$ cat config.mk
export PLATFORM = sky130hd
export DESIGN_NAME = searchable_sorting_fifo_core
export DESIGN_NICKNAME = d
export VERILOG_FILES = /design/src/hdl/ssf_pkg.sv /design/src/hdl/ssf_ram.sv /design/src/hdl/searchable_sorting_fifo_core.sv
export VERILOG_INCLUDE_DIRS = /design/src /design/src/hdl
export SDC_FILE = /design/constraint.sdc
export NUM_CORES = 1
export LEC_CHECK = 0
export ABC_AREA = 1
export BUFFER_PORTS_ARGS = -buffer_cell sky130_fd_sc_hd__buf_4
export CORE_ASPECT_RATIO = 1.5
export CORE_UTILIZATION = 55
export CTS_CLUSTER_DIAMETER = 200
export DETAILED_ROUTE_END_ITERATION = 8
export HOLD_SLACK_MARGIN = 0.12
export PLACE_DENSITY = 0.81
export SYNTH_ARGS = -nofsm -noshare
export SYNTH_HDL_FRONTEND = slang
export SYNTH_SLANG_ARGS = --single-unit
$ cat constraint.sdc
create_clock -name clk_i -period 5.3 [get_ports clk_i]
set_input_delay 0.795 -clock clk_i [delete_from_list [all_inputs] [get_ports clk_i]]
set_output_delay 0.795 -clock clk_i [all_outputs]
set_load 0.02 [all_outputs]
$ cat src/hdl/searchable_sorting_fifo_core_defines.svh
// ----------------------------------------------------------------------------
// Assertion macros for the searchable sorting FIFO
// Concurrent assertion wrappers that compile away when ASSERT_OFF is set.
// ----------------------------------------------------------------------------
`ifndef SEARCHABLE_SORTING_FIFO_CORE_DEFINES_SVH
`define SEARCHABLE_SORTING_FIFO_CORE_DEFINES_SVH

`ifndef ASSERT_OFF
// Property checked on a named clock, disabled while the named reset is low.
`define SSF_ASSERT_CLK(label, clk, rst_n, prop, msg) \
  label: assert property (@(posedge clk) disable iff (!rst_n) prop) else $error(msg);
// Property checked on the core clock and reset.
`define SSF_ASSERT(label, prop, msg) \
  `SSF_ASSERT_CLK(label, clk_i, rst_ni, prop, msg)
`else
`define SSF_ASSERT_CLK(label, clk, rst_n, prop, msg)
`define SSF_ASSERT(label, prop, msg)
`endif

`endif

$ cat src/hdl/ssf_pkg.sv
// ----------------------------------------------------------------------------
// Searchable sorting FIFO package
// Sizes, command and status codes, and shared helpers for the FIFO core.
// ----------------------------------------------------------------------------
`default_nettype none

package ssf_pkg;

  // Store geometry.
  localparam int unsigned DEPTH     = 64;
  localparam int unsigned ITEM_BITS = 8;
  localparam int unsigned PTR_W     = $clog2(DEPTH);
  localparam int unsigned CNT_W     = $clog2(DEPTH + 1);
  localparam int unsigned CMD_W     = 3;
  localparam int unsigned STATUS_W  = 2;

  // Command codes carried by the input word.
  typedef enum logic [CMD_W-1:0] {
    CMD_ENQ        = 3'd0,
    CMD_DEQ        = 3'd1,
    CMD_CONTAINS   = 3'd2,
    CMD_ENQ_ABSENT = 3'd3,
    CMD_REMOVE     = 3'd4,
    CMD_SORT       = 3'd5
  } cmd_e;

  // Result status codes.
  typedef enum logic [STATUS_W-1:0] {
    STAT_OK    = 2'd0,
    STAT_EMPTY = 2'd1,
    STAT_FULL  = 2'd2
  } status_e;

  // Write request to the entry memory.
  typedef struct packed {
    logic                 en;
    logic [PTR_W-1:0]     addr;
    logic [ITEM_BITS-1:0] data;
  } mem_wr_t;

  // Map a position in queue order onto a physical address of the ring.
  function automatic logic [PTR_W-1:0] phys_addr(input logic [PTR_W-1:0] base,
                                                 input logic [PTR_W-1:0] off);
    logic [PTR_W:0] sum;
    sum = {1'b0, base} + {1'b0, off};
    if (sum >= (PTR_W + 1)'(DEPTH)) begin
      sum = sum - (PTR_W + 1)'(DEPTH);
    end
    return sum[PTR_W-1:0];
  endfunction

endpackage

`default_nettype wire

$ cat src/hdl/ssf_ram.sv
// ----------------------------------------------------------------------------
// Entry memory
// One write port and one read port, read data registered.
// ----------------------------------------------------------------------------
`default_nettype none

module ssf_ram (
  input  wire logic                          clk_i,
  input  wire ssf_pkg::mem_wr_t              wr_i,
  input  wire logic [ssf_pkg::PTR_W-1:0]     raddr_i,
  output logic      [ssf_pkg::ITEM_BITS-1:0] rdata_o
);
  import ssf_pkg::*;

  logic [ITEM_BITS-1:0] mem_q [DEPTH];
  logic [ITEM_BITS-1:0] rdata_q;

  // Write port.
  always_ff @(posedge clk_i) begin
    if (wr_i.en) begin
      mem_q[wr_i.addr] <= wr_i.data;
    end
  end

  // Registered read port; a read and a write of the same address returns old data.
  always_ff @(posedge clk_i) begin
    rdata_q <= mem_q[raddr_i];
  end

  assign rdata_o = rdata_q;

endmodule

`default_nettype wire

$ cat src/hdl/searchable_sorting_fifo_core.sv
// ----------------------------------------------------------------------------
// Searchable sorting FIFO core
// Bounded FIFO with search, conditional enqueue, removal and in-place sort.
// ----------------------------------------------------------------------------
// A command word is taken when start_i is high and busy_o is low; its single
// result appears on the result ports for one cycle with done_o high, and the
// receiver cannot stall it. Entries live in a ring in one memory with a
// registered read, so the cost follows its single read port: enqueue returns
// its result in the cycle after acceptance, dequeue reads the head while idle
// and returns it from a dequeue state, contains, enqueue if absent and remove
// walk all N stored entries, and sort runs bubble passes over the entries
// until a pass makes no swap, at most N passes. No clearing pass follows
// reset.
`default_nettype none

module searchable_sorting_fifo_core (
  input  wire logic                          clk_i,
  input  wire logic                          rst_ni,
  input  wire logic                          start_i,
  output logic                               busy_o,
  input  wire logic [ssf_pkg::CMD_W-1:0]     command_i,
  input  wire logic [ssf_pkg::ITEM_BITS-1:0] value_i,
  output logic                               done_o,
  output logic      [ssf_pkg::ITEM_BITS-1:0] out_value_o,
  output logic                               found_o,
  output logic      [ssf_pkg::CNT_W-1:0]     count_o,
  output logic      [ssf_pkg::STATUS_W-1:0]  status_o
);
  import ssf_pkg::*;

  `include "searchable_sorting_fifo_core_defines.svh"

  typedef enum logic [2:0] {
    ST_IDLE,
    ST_DEQ,
    ST_SCAN,
    ST_REMOVE,
    ST_SORT
  } state_e;

  state_e               state_q;
  cmd_e                 cmd_q;
  logic [ITEM_BITS-1:0] val_q;
  logic [PTR_W-1:0]     head_q;
  logic [CNT_W-1:0]     count_q;
  logic [CNT_W-1:0]     rd_idx_q;
  logic [CNT_W-1:0]     wr_idx_q;
  logic                 rvalid_q;
  logic                 found_q;
  logic                 first_q;
  logic                 swap_q;
  logic [ITEM_BITS-1:0] max_q;

  logic                 done_q;
  logic [ITEM_BITS-1:0] res_value_q;
  logic                 res_found_q;
  logic [CNT_W-1:0]     res_count_q;
  status_e              res_status_q;

  mem_wr_t              mem_wr;
  logic [PTR_W-1:0]     mem_raddr;
  logic [ITEM_BITS-1:0] mem_rdata;

  logic                 accept;
  logic                 walking;
  logic                 rd_req;
  logic                 walk_end;
  logic                 hit;
  logic                 full;
  logic [PTR_W-1:0]     tail;
  logic [ITEM_BITS-1:0] sort_lo;
  logic [ITEM_BITS-1:0] sort_hi;

  ssf_ram u_ram (
    .clk_i   (clk_i),
    .wr_i    (mem_wr),
    .raddr_i (mem_raddr),
    .rdata_o (mem_rdata)
  );

  // Shared decode of the scan pipeline.
  assign accept   = start_i && (state_q == ST_IDLE);
  assign walking  = (state_q == ST_SCAN) || (state_q == ST_REMOVE) || (state_q == ST_SORT);
  assign rd_req   = walking && (rd_idx_q < count_q);
  assign walk_end = walking && !rd_req && !rvalid_q;
  assign hit      = rvalid_q && (mem_rdata == val_q);
  assign full     = (count_q == CNT_W'(DEPTH));
  assign tail     = phys_addr(head_q, count_q[PTR_W-1:0]);
  assign sort_lo  = (mem_rdata < max_q) ? mem_rdata : max_q;
  assign sort_hi  = (mem_rdata < max_q) ? max_q : mem_rdata;

  // Read address: the head while idle (dequeue), else the scan position.
  assign mem_raddr = (state_q == ST_IDLE) ? head_q
                                          : phys_addr(head_q, rd_idx_q[PTR_W-1:0]);

  // Write port selection; the cases never overlap in one cycle.
  always_comb begin
    mem_wr      = '0;
    mem_wr.data = value_i;
    mem_wr.addr = tail;
    if (accept && (command_i == CMD_ENQ) && !full) begin
      mem_wr.en = 1'b1;
    end else if ((state_q == ST_SCAN) && walk_end && (cmd_q == CMD_ENQ_ABSENT) &&
                 !found_q && !full) begin
      mem_wr.en   = 1'b1;
      mem_wr.data = val_q;
    end else if ((state_q == ST_REMOVE) && rvalid_q && !hit) begin
      mem_wr.en   = 1'b1;
      mem_wr.addr = phys_addr(head_q, wr_idx_q[PTR_W-1:0]);
      mem_wr.data = mem_rdata;
    end else if ((state_q == ST_SORT) && rvalid_q && !first_q) begin
      mem_wr.en   = 1'b1;
      mem_wr.addr = phys_addr(head_q, wr_idx_q[PTR_W-1:0]);
      mem_wr.data = sort_lo;
    end else if ((state_q == ST_SORT) && walk_end && (count_q != '0)) begin
      mem_wr.en   = 1'b1;
      mem_wr.addr = phys_addr(head_q, wr_idx_q[PTR_W-1:0]);
      mem_wr.data = max_q;
    end
  end

  // Control sequencer and result registers.
  always_ff @(posedge clk_i or negedge rst_ni) begin
    if (!rst_ni) begin
      state_q      <= ST_IDLE;
      cmd_q        <= CMD_ENQ;
      val_q        <= '0;
      head_q       <= '0;
      count_q      <= '0;
      rd_idx_q     <= '0;
      wr_idx_q     <= '0;
      rvalid_q     <= 1'b0;
      found_q      <= 1'b0;
      first_q      <= 1'b0;
      swap_q       <= 1'b0;
      max_q        <= '0;
      done_q       <= 1'b0;
      res_value_q  <= '0;
      res_found_q  <= 1'b0;
      res_count_q  <= '0;
      res_status_q <= STAT_OK;
    end else begin
      done_q <= 1'b0;
      // The read issued this cycle returns data in the next one.
      rvalid_q <= rd_req;
      if (rd_req) begin
        rd_idx_q <= rd_idx_q + CNT_W'(1);
      end

      unique case (state_q)
        ST_IDLE: begin
          if (accept) begin
            cmd_q        <= cmd_e'(command_i);
            val_q        <= value_i;
            rd_idx_q     <= '0;
            wr_idx_q     <= '0;
            found_q      <= 1'b0;
            first_q      <= 1'b1;
            swap_q       <= 1'b0;
            res_value_q  <= '0;
            res_found_q  <= 1'b0;
            res_count_q  <= count_q;
            res_status_q <= STAT_OK;
            unique case (command_i)
              CMD_ENQ: begin
                done_q <= 1'b1;
                if (full) begin
                  res_status_q <= STAT_FULL;
                end else begin
                  count_q     <= count_q + CNT_W'(1);
                  res_count_q <= count_q + CNT_W'(1);
                end
              end
              CMD_DEQ: begin
                if (count_q == '0) begin
                  done_q       <= 1'b1;
                  res_status_q <= STAT_EMPTY;
                end else begin
                  state_q <= ST_DEQ;
                end
              end
              CMD_CONTAINS, CMD_ENQ_ABSENT: state_q <= ST_SCAN;
              CMD_REMOVE:                   state_q <= ST_REMOVE;
              CMD_SORT:                     state_q <= ST_SORT;
              default:                      done_q  <= 1'b1;
            endcase
          end
        end

        ST_DEQ: begin
          // Head data arrives in the cycle after the read issued while idle.
          res_value_q <= mem_rdata;
          head_q      <= (head_q == PTR_W'(DEPTH - 1)) ? '0 : head_q + PTR_W'(1);
          count_q     <= count_q - CNT_W'(1);
          res_count_q <= count_q - CNT_W'(1);
          done_q      <= 1'b1;
          state_q     <= ST_IDLE;
        end

        ST_SCAN: begin
          if (hit) begin
            found_q <= 1'b1;
          end
          if (walk_end) begin
            res_found_q <= found_q;
            if ((cmd_q == CMD_ENQ_ABSENT) && !found_q) begin
              if (full) begin
                res_status_q <= STAT_FULL;
              end else begin
                count_q     <= count_q + CNT_W'(1);
                res_count_q <= count_q + CNT_W'(1);
              end
            end
            done_q  <= 1'b1;
            state_q <= ST_IDLE;
          end
        end

        ST_REMOVE: begin
          // Survivors are compacted toward the head as they stream past.
          if (rvalid_q) begin
            if (hit) begin
              found_q <= 1'b1;
            end else begin
              wr_idx_q <= wr_idx_q + CNT_W'(1);
            end
          end
          if (walk_end) begin
            count_q     <= wr_idx_q;
            res_count_q <= wr_idx_q;
            res_found_q <= found_q;
            done_q      <= 1'b1;
            state_q     <= ST_IDLE;
          end
        end

        ST_SORT: begin
          // One bubble pass: carry the running maximum, write the smaller one back.
          if (rvalid_q) begin
            if (first_q) begin
              max_q   <= mem_rdata;
              first_q <= 1'b0;
            end else begin
              max_q    <= sort_hi;
              wr_idx_q <= wr_idx_q + CNT_W'(1);
              if (mem_rdata < max_q) begin
                swap_q <= 1'b1;
              end
            end
          end
          if (walk_end) begin
            if (swap_q) begin
              rd_idx_q <= '0;
              wr_idx_q <= '0;
              first_q  <= 1'b1;
              swap_q   <= 1'b0;
            end else begin
              done_q  <= 1'b1;
              state_q <= ST_IDLE;
            end
          end
        end

        default: state_q <= ST_IDLE;
      endcase
    end
  end

  assign busy_o      = (state_q != ST_IDLE);
  assign done_o      = done_q;
  assign out_value_o = res_value_q;
  assign found_o     = res_found_q;
  assign count_o     = res_count_q;
  assign status_o    = res_status_q;

  // Checks on the occupancy bookkeeping and the reported status.
  `SSF_ASSERT(a_count_bound, (count_q <= CNT_W'(DEPTH)), "occupancy exceeds depth")
  `SSF_ASSERT(a_full_status, (done_o && (status_o == STAT_FULL)) |-> (count_o == CNT_W'(DEPTH)), "full status with free space")
  `SSF_ASSERT(a_empty_status, (done_o && (status_o == STAT_EMPTY)) |-> (count_o == '0), "empty status with entries")
  `SSF_ASSERT(a_count_moves_with_result, (count_q != $past(count_q)) |-> done_q, "occupancy changed without a result")

endmodule

`default_nettype wire

# Word level (Yosys, flattened, before mapping)
# Memories as Yosys holds them, arrays and structs flattened. A register that Yosys moved wholly into a read port is not among the register bits.
# Index checks and enable logic that the tools add are counted.
# Widths: inputs -> output; s select.
[totals]
n_memories = 1
ram_bits = 512
in_bits = 14
out_inout_bits = 20
regBits = 72
elab_cells = 196
[mem_list]
columns = ["memory", "words", "width", "read_ports", "rd_clocked_by_memory_dff", "write_ports", "line", "source"]
rows = [
  ["u_ram.mem_q", 64, 8, 1, 1, 1, "ssf_ram.sv:15", "logic [ITEM_BITS-1:0] mem_q [DEPTH];"],
]
[op_classes]
n_eq_ne = 27
addsub = 11
n_reduce_logical = 52
order_cmp = 5
mux = 83
[ops]
columns = ["cell", "n"]
rows = [
  ["$mux 7", 20],
  ["$pmux 7 s4", 2],
  ["$mux 15", 3],
  ["$mux 8", 5],
  ["$mux 6", 6],
  ["$mux 1", 23],
  ["$add 6x6->7", 3],
  ["$add 7x1->7 const B", 3],
  ["$ge 7x7->1 const B", 3],
  ["$pmux 7 s3", 1],
  ["$ne 2x2->1 const B", 10],
  ["$logic_and 1x1->1", 18],
  ["$sub 6x1->6 const B", 3],
  ["$pmux 8 s2", 1],
  ["$eq 3x2->1 const B", 5],
  ["$mux 3", 5],
  ["$mux 14", 1],
  ["$pmux 7 s2", 1],
  ["$pmux 3 s4", 1],
  ["$reduce_and 6->1", 2],
  ["$mux 2", 5],
  ["$reduce_and 5->1", 2],
  ["$eq 3x3->1 const B", 3],
  ["$pmux 3 s3", 1],
  ["other kinds (28)", 51],
]

# Depth between registers and ports, before layout
[depth]
ltp_word = 16
mapped_depth = 17
ltp_nobuf = 16

# Cells and area by module
# A second synthesis with hierarchy kept.
[unflattened]
hier_cells = 2625
hier_area_um2 = 26934.6
[modules_own_cells]
columns = ["module", "n_inst", "area_each_um2", "seq_area_each_um2", "cells_each"]
rows = [
  ["ssf_ram", 1, 21291.7, 15534.9, 1822],
  ["searchable_sorting_fifo_core", 1, 5642.9, 1801.7, 803],
]

# Worst setup path after synthesis
# No wires, ideal clock.
[synth_timing]
path_kind = "flip-flop to flip-flop"
from = "register count_q[4]"
to = "memory u_ram.mem_q[0][2] (data pin)"
setup_slack_ps = 218
synth_period_minus_slack_ps = 5082
arrival_ps = 4380
setup_ps = 702
n_path_buf = 0
path_stages_with_launch = 11
t_required_ps = 4598
path_cell_list = "dfrtp_1 -> clkinv_1 -> ha_1 -> nand2_1 -> nor2_1 -> nand2_1 -> nand2_1 -> nand2_1 -> nor4_2 -> nand2_1 -> o21ai_0"
[synth_rtl]
columns = ["item", "line", "source"]
rows = [
  ["start, declared", "searchable_sorting_fifo_core.sv:45", "logic [CNT_W-1:0] count_q;"],
  ["start signal, assigned", "searchable_sorting_fifo_core.sv:170", "count_q <= count_q + CNT_W'(1);"],
  ["start signal, assigned", "searchable_sorting_fifo_core.sv:194", "count_q <= count_q - CNT_W'(1);"],
  ["start signal, assigned", "searchable_sorting_fifo_core.sv:210", "count_q <= count_q + CNT_W'(1);"],
  ["end, declared", "ssf_ram.sv:15", ""],
]

# Final worst setup path
[layout_timing]
from = "register count_q[4]"
to = "memory u_ram.mem_q[46][3], enable pin"
[layout_between]
elab_chain_len = 14
elab_cells_between_ends = 28
classes_between = "add/sub: 2; order compare: 2; eq/ne: 1; mux: 10; reduce/logical: 13"
[layout_rtl]
columns = ["item"]
rows = [
  ["parallel branches: the longest is 14 deep, another holds $add 6x6->7"],
]
# Several ways; the timed one is not identified.

==> metrics.md <==
| Metric | Value |
|---|---|
| Status | `finished clean` |
| Crit path DAT | `approximately 4500 ps` |
| Sw frac | `47.90%` |
| Launching point of the worst reg2reg path | `count_q[4]$_DFFE_PN0P_` |
| Drt pass-1 iters | `6` |
| Largest net degree at the start of global routing | `223` |
| TritonCTS Buffers | `52` |
| NetSw | `~9.6 mW` |
| Max frequency | `0.2347 GHz` |
| Worst Path Max Fanout | `14` |
| YS warnings | `0` |
| Critical Path Source Type | `register` |
| Final cell count without fillers | `between 3,000 and 4,000` |
| Combinational cell fraction of total power | `about half` |
| Initial antenna violation count | `0` |
| Layout area overhead | `9.788%` |
| Area of the mapped netlist | `around 0.027 sq mm` |
| Final Util | `approximately three fifths` |
| Most used DFF post-synth | `edfxtp_1` |
| Post_cts resized | `0` |
| Syn_nets | `between 2,000 and 3,000` |
| Worst Skew | `around 31 ps` |
| Avg Cell Area, Syn | `about 10 sq um` |
| Met2 global-route usage | `50.03%` |
| CTS hold repair buffers | `0` |
| Die Area | `just over 0.05 sq mm` |
| DRC | `0` |
| Fin. Hold Viols | `0` |
| Sum of negative setup slack | `0 ps` |
| I/O Buffers | `33` |
| FFs w/ async S/R, synth | `12.16%` |
| Placed Cells incl. Taps | `about 3,300` |
| List of most frequent post-synthesis cells | `796 x nand2_1, 512 x edfxtp_1, 401 x nand3_1, 319 x inv_1, 113 x nor2_1` |
| Critical path buffers and inverters | `2` |
| Clock network fraction of total power | `roughly 20%` |
| Global route total overflow | `0` |
| Vias in the first global route | `around 20,000` |
| CTS root buf | `clkbuf_16` |
| Final worst slack | `1038 ps` |
| Starting density of the core | `a little under three fifths` |
| Maximum clock path buffer count | `3` |
| Least-Margin Pin Slew | `approximately 1200 ps` |
| DR WL/cell | `20.75 um` |
| Top cell by count, worst path | `nand2_1` |
| Fin nets | `approximately 2,800` |
| Die Width | `184.3 um` |
| Routability cong. | `between 0.9 and 1` |
| Register share of total power | `between 20% and 30%` |
| RSZ-0062 raised after global routing | `no` |
| Global-route wire length before repair | `109,500 um` |
| Detailed-placement wirelength estimate | `about 45,000 um` |
| Synthesized netlist cell count | `around 2,800` |
| Synthesis-stage register bit count | `592` |
| CTS H-tree depth | `2` |
| Setup Buffers After CTS | `0` |
| Number of synthesized flops with an enable pin | `around 510` |
| Worst min path class | `input pin to async pin` |
| Sequential element share of the synthesized area | `a little over three fifths` |
| Die Y | `between 200 and 300 um` |
| Max_cap viols | `0` |
| Top post-synthesis cells by area | `edfxtp_1 56%, nand2_1 11%, nand3_1 7.3%` |
| CP Capture Type | `register` |
| Sink Count | `a little under 600` |
| Total inserted antenna cells | `0` |
| Crit-path max cell delay | `slightly above 800 ps` |
| Crit path from | `count_q[4]$_DFFE_PN0P_` |
| CP max-delay cell | `nor2_1` |
| Post-synth top area cell | `edfxtp_1` |
| Via count | `between 20,000 and 25,000` |
| Avg Vias per Cell | `around 5.9` |
| CP top delay family | `simple AND/OR/NAND/NOR gates` |
| Power Internal | `~10 mW` |
| Routed WL | `~71,000 um` |
| Post-route antenna net violation count | `0` |
| Clk slew on worst S/H paths | `roughly 70 ps` |
| GR Util met1 | `between 30% and 40%` |
| Final period util | `about four fifths` |
| Crit path kind | `register to register` |
| Busiest grt layer | `met2` |
| Yosys cell types | `45` |
| IO Pins | `34` |
| Gr usage total | `between 20 and 30%` |
| CP Cell Sequence | `clkinv_1 > ha_1 > nand2_1 > nand2_1 > a21oi_1 > nand2_1 > nand4_1 > nand3_2 > nand2_1 > nand2_1 > inv_2 > nand3_1 > nor2_1` |
| Peak supply drop | `approximately 0.00076 V` |
| Worst EP required | `about 5500 ps` |
| Clk_lat worst skew | `approximately 620 ps` |
| Static Leak | `between 10 and 15 nW` |
| Final count of pins violating max slew | `0` |
| Layout cells sized above 1 | `under 10%` |
| GR Util met3 | `around 4.6%` |
| Core footprint | `~0.049 sq mm` |
| Crit path time final | `between 4000 and 5000 ps` |
| Yosys top cell area share | `between 50% and 60%` |
| Count leader, synth | `nand2_1` |
| Overall Power | `a little over 20 mW` |
| DR iter-0 viols | `roughly 2,100` |
| Pwr dens | `between 600 and 700 mW/mm^2` |
| Worst slack, placed | `around 1100 ps` |
| CTS tree | `done` |
| Row Count | `a little under 100` |
| Final Setup Violations | `0` |
| Worst slew margin | `about a fifth` |
-- layer usage --
metal / share of wire (%) / routed length [um] / up-vias
met3: 7.7 / 5473 / 319
met2: 50 / 35610 / 1055
met4: 7.4 / 5283 / 0
met5: 0 / 0 / -
li1: - / - / 9237
met1: 35 / 25000 / 9602
-- power groups by stage --
| stage | Sequential [mW] | Combinational (mW) | Clock, mW |
|---|---|---|---|
| 3_3_place_gp | 5.77 | 9.94 | 0 |
| 4_1_cts | 5.68 | 10.2 | 4.06 |
| 2_1_floorplan | 5.75 | 6.88 | 0 |
| 3_5_place_dp | 5.78 | 10.1 | 0 |
| 5_1_grt | 5.72 | 11.3 | 4.24 |
| 6_report | 5.69 | 10.4 | 4.03 |
-- through the flow --
step	hold slack (ps)	area (sq um)
global route	411.6	30100
CTS	366.6	30100
floorplan	453.0	27420
finish	337.9	30100
global placement	466.5	28250
detailed placement	477.0	28250
-- cells by family after synthesis --
kind of cell	count (synthesis)	share of synthesized area (%)
flops	592	63.23
mux	1	0.03651
fa+ha+maj	38	1.816
simple gates	1396	22.02
buf+inv	459	6.594
xor+xnor	34	1.086
compound gates	234	5.225
-- cell usage in the layout, fill, tap and decap left out, types with 17 or more instances in the layout --
cell	count
a21oi_1	38
o21ai_0	89
nand3_1	401
nor2_1	113
xor2_1	20
edfxtp_1	512
ha_1	35
nand4_1	17
nand2_1	788
clkbuf_16	52
nand3b_1	38
dfrtp_1	72
inv_1	317
o211ai_1	74
buf_4	59
-- worst paths after layout --
path,to,slack [ps],cells past startpoint
max in group asynchronous,found_o$_DFFE_PN0P_,4340,1
worst max register to register,u_ram.mem_q[46][3]$_DFFE_PP_,1040,13
worst min-delay path,count_q[5]$_DFFE_PN0P_,340,1
worst max-delay path,u_ram.mem_q[46][3]$_DFFE_PP_,1040,13
min in group clk_i,cmd_q[2]$_DFFE_PN0P_,470,3
worst min register to register,max_q[5]$_DFFE_PN0P_,490,2
-- registers in the layout (all words and copies together) (netlist names), 6 cells and up --
signal / count
u_ram.mem_q: 512
max_q: 8
wr_idx_q: 7
val_q: 8
out_value_o: 8
count_q: 7
head_q: 6
u_ram.rdata_o: 8
count_o: 7
rd_idx_q: 7
-- area by class of cell --
| class | instances | area, sq um |
|---|---|---|
| Clock buffer | 53 | 1305 |
| Timing Repair Buffer | 61 | 483.0 |
| Clock inverter | 45 | 546.8 |
| Tap cell | 656 | 820.8 |
| Multi-Input combinational cell | 1703 | 8373 |
| Inverter | 329 | 1239 |
| Sequential cell | 592 | 17340 |
| Fill cell | 3738 | 18820 |
No activity file was read; power rests on OpenSTA's default activity.
